### src/sv/tsri_pkg.sv
// Package for the timestamp-sorted insertion ring: beat types for both channels
// and the control word shared by the top level and the chain of cells.
// No dependencies.
`default_nettype none

package tsri_pkg;

	localparam int KEY_BITS     = 64;
	localparam int IN_PAY_BITS  = 32;
	localparam int FILL_OUT_BITS = 5;

	typedef logic [KEY_BITS-1:0] key_t;

	typedef struct packed {
		logic [KEY_BITS-1:0]    sample_key;
		logic [IN_PAY_BITS-1:0] entry_payload;
	} in_item_t;

	typedef struct packed {
		logic                     is_newest;
		logic                     accepted;
		logic                     dropped_oldest;
		logic [FILL_OUT_BITS-1:0] fill_after;
	} out_item_t;

	// Broadcast to every cell in the cycle a beat is taken.
	typedef struct packed {
		logic shift_en;   // beat inserts (not rejected)
		logic drop;       // store full: shift towards the oldest end
	} cell_ctrl_t;

endpackage

`default_nettype wire

### src/sv/tsri_cell.sv
// One position of the sorted chain: holds a key and payload, compares its key
// with the incoming one and takes the new entry or a neighbour's on insert.
// Depends on tsri_pkg.
`default_nettype none

module tsri_cell import tsri_pkg::*; #(
	parameter int PAY_W = 32
) (
	input  wire logic             clk,
	input  wire cell_ctrl_t       ctrl,
	input  wire logic             occupied,
	input  wire key_t             new_key,
	input  wire logic [PAY_W-1:0] new_pay,
	input  wire logic             le_prev,   // cell towards the oldest end
	input  wire key_t             key_prev,
	input  wire logic [PAY_W-1:0] pay_prev,
	input  wire logic             le_next,   // cell towards the newest end
	input  wire key_t             key_next,
	input  wire logic [PAY_W-1:0] pay_next,
	output logic                  le,
	output key_t                  key,
	output logic [PAY_W-1:0]      pay
);

	key_t             key_q;
	logic [PAY_W-1:0] pay_q;

	assign le  = occupied && (key_q <= new_key);
	assign key = key_q;
	assign pay = pay_q;

	// Stored keys ascend, so the le bits form a prefix; the boundary picks the slot.
	always_ff @(posedge clk) begin
		if (ctrl.shift_en) begin
			if (ctrl.drop) begin
				if (le && !le_next) begin
					key_q <= new_key;
					pay_q <= new_pay;
				end else if (le) begin
					key_q <= key_next;
					pay_q <= pay_next;
				end
			end else if (!le) begin
				if (le_prev) begin
					key_q <= new_key;
					pay_q <= new_pay;
				end else begin
					key_q <= key_prev;
					pay_q <= pay_prev;
				end
			end
		end
	end

endmodule

`default_nettype wire

### src/sv/timestamp_sorted_ring_insert.sv
// Timestamp-sorted insertion buffer built as a row of compare-and-shift cells.
// Depends on tsri_pkg and tsri_cell.
//
// Usage:
//   sample channel (sample_valid/sample_ready/sample) brings a 64-bit key and a
//   payload. Every cell compares its key with the new one in parallel; on the
//   same edge the cells past the insertion point move up one place (or, when
//   the store is full, those before it move down and the oldest falls out).
//   result channel (result_valid/result_ready/result) returns one beat per
//   sample beat: is_newest, accepted, dropped_oldest and fill_after.
//   The result is registered: result_valid rises in the cycle after sample
//   acceptance. Throughput is one beat per cycle while result_ready stays
//   high, set by the single compare-and-select across the cell row.
//   A beat is taken while the output register is empty or being emptied, so
//   a stalled receiver holds at most one result and then backpressures the
//   sample channel.
//   After reset the store is empty (fill zero) and no result is pending; the
//   cell contents are not cleared, only entries below the fill are ever used.
`default_nettype none

module timestamp_sorted_ring_insert import tsri_pkg::*; #(
	parameter int QUEUE_DEPTH  = 16,
	parameter int PAYLOAD_BITS = 32
) (
	input  wire logic      clk,
	input  wire logic      arst_n,
	input  wire logic      sample_valid,
	output logic           sample_ready,
	input  wire in_item_t  sample,
	output logic           result_valid,
	input  wire logic      result_ready,
	output out_item_t      result
);

	localparam int FILL_W = $clog2(QUEUE_DEPTH + 1);

	logic [FILL_W-1:0]       fill_q;
	logic                    result_valid_q;
	out_item_t               result_q;

	logic [QUEUE_DEPTH-1:0]  le;
	logic [QUEUE_DEPTH-1:0]  occupied;
	key_t                    cell_key [QUEUE_DEPTH];
	logic [PAYLOAD_BITS-1:0] cell_pay [QUEUE_DEPTH];
	logic [PAYLOAD_BITS+IN_PAY_BITS-1:0] pay_ext;
	logic [PAYLOAD_BITS-1:0] new_pay;
	logic                    take;
	logic                    full;
	logic                    reject;
	logic                    newest;
	logic [FILL_W-1:0]       fill_next;
	logic [FILL_W+FILL_OUT_BITS-1:0] fill_ext;
	cell_ctrl_t              ctrl;

	assign pay_ext = {{PAYLOAD_BITS{1'b0}}, sample.entry_payload};
	assign new_pay = pay_ext[PAYLOAD_BITS-1:0];

	assign sample_ready = !result_valid_q || result_ready;
	assign take         = sample_valid && sample_ready;
	assign full         = (fill_q == FILL_W'(QUEUE_DEPTH));
	assign reject       = full && !le[0];
	assign newest       = &(le | ~occupied);
	assign fill_next    = full ? fill_q : fill_q + FILL_W'(1);
	assign fill_ext     = {{FILL_OUT_BITS{1'b0}}, fill_next};

	assign ctrl = '{shift_en: take && !reject, drop: full};

	for (genvar i = 0; i < QUEUE_DEPTH; i++) begin : g_cell
		logic                    le_prev;
		logic                    le_next;
		key_t                    key_prev;
		key_t                    key_next;
		logic [PAYLOAD_BITS-1:0] pay_prev;
		logic [PAYLOAD_BITS-1:0] pay_next;

		assign occupied[i] = (fill_q > FILL_W'(i));

		if (i == 0) begin : g_first
			assign le_prev  = 1'b1;
			assign key_prev = sample.sample_key;
			assign pay_prev = new_pay;
		end else begin : g_mid_prev
			assign le_prev  = le[i-1];
			assign key_prev = cell_key[i-1];
			assign pay_prev = cell_pay[i-1];
		end

		if (i == QUEUE_DEPTH - 1) begin : g_last
			assign le_next  = 1'b0;
			assign key_next = sample.sample_key;
			assign pay_next = new_pay;
		end else begin : g_mid_next
			assign le_next  = le[i+1];
			assign key_next = cell_key[i+1];
			assign pay_next = cell_pay[i+1];
		end

		tsri_cell #(
			.PAY_W(PAYLOAD_BITS)
		) u_cell (
			.clk      (clk),
			.ctrl     (ctrl),
			.occupied (occupied[i]),
			.new_key  (sample.sample_key),
			.new_pay  (new_pay),
			.le_prev  (le_prev),
			.key_prev (key_prev),
			.pay_prev (pay_prev),
			.le_next  (le_next),
			.key_next (key_next),
			.pay_next (pay_next),
			.le       (le[i]),
			.key      (cell_key[i]),
			.pay      (cell_pay[i])
		);
	end

	always_ff @(posedge clk or negedge arst_n) begin
		if (!arst_n) begin
			fill_q         <= '0;
			result_valid_q <= 1'b0;
		end else begin
			if (ctrl.shift_en) begin
				fill_q <= fill_next;
			end
			if (take) begin
				result_valid_q <= 1'b1;
			end else if (result_ready) begin
				result_valid_q <= 1'b0;
			end
		end
	end

	// Hold the result beat until the receiver takes it.
	always_ff @(posedge clk) begin
		if (take) begin
			result_q.is_newest      <= newest && !reject;
			result_q.accepted       <= !reject;
			result_q.dropped_oldest <= full && le[0];
			result_q.fill_after     <= reject ? fill_ext[FILL_OUT_BITS-1:0] &
			                           {FILL_OUT_BITS{1'b1}} :
			                           fill_ext[FILL_OUT_BITS-1:0];
		end
	end

	assign result_valid = result_valid_q;
	assign result       = result_q;

endmodule

`default_nettype wire
### config.mk
export PLATFORM = sky130hd
export DESIGN_NAME = timestamp_sorted_ring_insert
export DESIGN_NICKNAME = d
export VERILOG_FILES = /design/src/sv/tsri_pkg.sv /design/src/sv/tsri_cell.sv /design/src/sv/timestamp_sorted_ring_insert.sv
export SDC_FILE = /design/constraint.sdc
export NUM_CORES = 2
export LEC_CHECK = 0
export BUFFER_PORTS_ARGS = -buffer_cell sky130_fd_sc_hd__buf_2
export CAP_MARGIN = 20
export CORE_ASPECT_RATIO = 0.6
export CORE_MARGIN = 2
export CORE_UTILIZATION = 50
export DETAILED_ROUTE_END_ITERATION = 8
export GPL_ROUTABILITY_DRIVEN = 0
export HOLD_SLACK_MARGIN = 0.05
export PLACE_DENSITY = 0.67
export SLEW_MARGIN = 40
export SYNTH_ARGS = -nofsm -noshare
export SYNTH_HDL_FRONTEND = slang
export SYNTH_SLANG_ARGS = --single-unit
### constraint.sdc
create_clock -name clk -period 21.6 [get_ports clk]
set_clock_uncertainty 0.05 [all_clocks]
set_input_delay 2.16 -clock clk [delete_from_list [all_inputs] [get_ports clk]]
set_output_delay 2.16 -clock clk [all_outputs]
set_load 0.005 [all_outputs]
==> key figures <==
Routing
  • Routed len/inst: 35.2 um
  • Vias: between 60000 and 70000
  • Residual DRC: 3
  • Total Wirelength: between 200 and 300 mm
  • Avg Vias per Cell: between 7 and 8
  • TritonRoute pass-1 iters: 9
  • DRT iter0 DRCs: 11416
  • ANT nets after route: 0

Clocking
  • CTS tree: built
  • Post-CTS sizing: 0
  • Clk buf depth: 3
  • Clock sink total: 1038
  • Setup Buffers After CTS: 0
  • Clk slew on worst S/H paths: ~0.070 ns
  • Deepest level of the CTS H-tree: 3
  • CTS root buffer: clkbuf_16
  • Worst skew pair latency: 0.77 ns
  • TritonCTS Buffers: around 110
  • Cts hold-fix bufs: 0

Hold path
  • Hold Path End: g_cell[1].u_cell.key[46]$_DFFE_PP_
  • Hold path cells: 2
  • Hold path startpoint: g_cell[0].u_cell.key[46]$_DFFE_PP_
  • Worst hold path type: reg2reg

STA
  • Max-slew violations: 0
  • Fin Setup TNS: 0 ns
  • Max Freq: 116 MHz
  • Tcrit/Tclk final: 39.9%
  • Hold Slack: 0.496 ns
  • Relative slew slack: ~32%
  • Setup violators final: 0
  • RSZ-0062 raised after global routing: false
  • Worst Tran Pin Value: 1.01 ns
  • Final Critical Period: approximately 8.6 ns
  • Final WS setup: between 10 and 15 ns
  • Final Hold Fails: 0

Synthesis
  • Synthesized area per cell: 11.2 um2
  • Syn nets: 7594
  • Yosys top cell area share: 42.8%
  • Synth Register Bits: slightly above 1000
  • Post-synth EDFFs: just over 1000
  • Leading area contributor after synthesis: edfxtp_1
  • Synth cell types: slightly above 90
  • Post-synthesis sequential area ratio: ~43%
  • Post-synth ARST share: less than 1%
  • Mapped Cells: approximately 6500
  • Synth area leaders: edfxtp_1 43%, ha_1 18%, o221a_2 6.9%
  • Top_reg_cell synth: edfxtp_1
  • Synth warnings: 0
  • Synthesized area: 72500 um2

Place
  • Setup slack after placement: around 13 ns
  • Detailed Place HPWL: 212 mm
  • Dpl cells: 8268
  • Placed instance area: approximately 76000 um2
  • IO buf count: 77

Setup path
  • FF-to-FF path depth: 14
  • Slowest-stage cell, CP: clkinv_1
  • R2R Path End: g_cell[4].u_cell.key[35]$_DFFE_PP_
  • Flop-to-flop setup slack: roughly 15 ns
  • Crit path max-delay family: buffers and inverters
  • Worst setup SP type: primary input
  • Setup CP Type: in2reg
  • Reg-to-Reg Start: g_cell[5].u_cell.key[23]$_DFFE_PP_
  • Worst EP required: 22.15 ns
  • Crit path largest cell delay: 0.78 ns
  • CP Cell Sequence: buf_2 > clkinv_1 > ha_1 > nand4_1 > nor4_2 > nand2_1 > nor4_2 > and2_1 > a21oi_1 > nor2_4 > buf_4 > nor3_1 > a21oi_4 > buf_8 > buf_4 > o221a_2
  • CP Buf/Inv Count: 5
  • Worst-path maximum fanout: 54
  • Crit. End Element: flip-flop
  • Crit path DAT: just over 9 ns

Floorplan
  • I/O pin total: 110
  • Die area: roughly 150000 um2
  • Num rows: ~110
  • Initial core utilization: roughly half
  • Core area: roughly 140000 um2
  • Die H: ~300 um
  • Die W: 495 um

Global routing
  • Congestion Overflow GR: 0
  • Initial antenna violation count: 24
  • Largest net degree at the start of global routing: 89
  • Global-route wire length before repair: approximately 420 mm
  • Vias in the first global route: around 60000
  • Tot GR Track Use: between 30 and 40%

Outcome
  • Status: finished with violations
  • Failing checks: DRC

Layout
  • Fill cells: approximately 12000
  • Most common cell after layout, fill and taps aside: edfxtp_1
  • Area delta synth->final: 10.0%
  • Layout cells sized above 1: 17.1%
  • Post-route cell area: 79700 um2
  • Final net count: about 7600
  • Core Util, Final: 55.3%
  • Non-filler instance count after layout: between 8000 and 9000
  • Most frequent cells in the layout: 1032 x edfxtp_1, 1029 x ha_1, 529 x nand2_1

Pwr
  • PD cells: roughly 140 nW/um2
  • Maximum vdd drop: roughly 0.18 mV
  • P_leak: between 30 and 40 nW
  • Power Total: ~11 mW

Job
  • Max Cap Viol: 0
-- layout make-up --
class | count | area (um2) | area share, %
antenna | 21 | 52.6 | 0.0659
clock buffer | 129 | 2800 | 3.51
clock inverter | 67 | 552 | 0.692
inverter | 127 | 477 | 0.598
multi-input combinational | 4899 | 39900 | 50.1
sequential | 1038 | 31100 | 39.1
tap | 1925 | 2410 | 3.02
timing repair buffer | 283 | 2370 | 2.97
-- kinds of logic (layout without fill, tap and decap cells) --
group / after synthesis / in the layout / synth area share (%)
mux: 65 / 65 / 1.01
other cells: 0 / 21 / 0
compound gates: 2085 / 2085 / 22.6
buf+inv: 528 / 606 / 3.00
fa+ha+maj: 1030 / 1030 / 17.8
simple gates: 1713 / 1713 / 12.5
xor+xnor: 6 / 6 / 0.0725
flops: 1038 / 1038 / 43.0
-- worst max-delay path by stage --
stage                          start                                 end  slack (ns)  cells past startpoint
after global placement    sample[67]  g_cell[4].u_cell.key[53]$_DFFE_PP_       12.16                     15
after detailed placement  sample[76]  g_cell[4].u_cell.key[57]$_DFFE_PP_       13.23                     16
after floorplan           sample[62]   g_cell[9].u_cell.key[0]$_DFFE_PP_       11.81                      9
final                     sample[67]  g_cell[4].u_cell.key[35]$_DFFE_PP_       12.99                     16
after CTS                 sample[76]  g_cell[4].u_cell.key[41]$_DFFE_PP_       13.98                     16
after global routing      sample[95]  g_cell[4].u_cell.key[35]$_DFFE_PP_       13.16                     17
-- flip-flops by register name, indices dropped and copies added, names as in the netlist --
| register | cells |
|---|---|
| result | 8 |
| g_cell.u_cell.key | 1024 |
| fill_q | 5 |
| result_valid | 1 |
-- layer usage --
layer | vias to the layer above | wire, um | track usage, %
li1 | 26182 | - | -
met1 | 31011 | 117000 | 56.2
met2 | 5666 | 108000 | 48.7
met3 | 813 | 60000 | 20.6
met4 | 14 | 13400 | 14.1
met5 | - | 345 | 1.37
-- tightest hold or removal path: stages, from the launching register on --
cell      delay, ns
edfxtp_1       0.35
nand2_1        0.05
nand2_1        0.05
-- power breakdown --
| group | total (mW) | switching [mW] | internal (mW) |
|---|---|---|---|
| logic | 5.65 | 3.56 | 2.09 |
| registers | 3.80 | 0.552 | 3.25 |
| clock network | 1.91 | 0.886 | 1.03 |
-- cells in the mapped netlist, drive strengths merged, types with 49 or more instances --
library cell  instances
nor2                108
o211ai               91
nand2b               78
and2                197
edfxtp             1032
nand2               536
a22o                129
a21oi               493
a221oi               54
mux2                 65
o22ai                69
clkbuf              266
a22oi                71
nand3               103
or2                 132
o221a               447
a221o               198
a21o                219
ha                 1029
inv                 127
nand4               201
nor4                 49
buf                 135
o21ai               210
or3                 201
(Power assumes the default switching activity.)
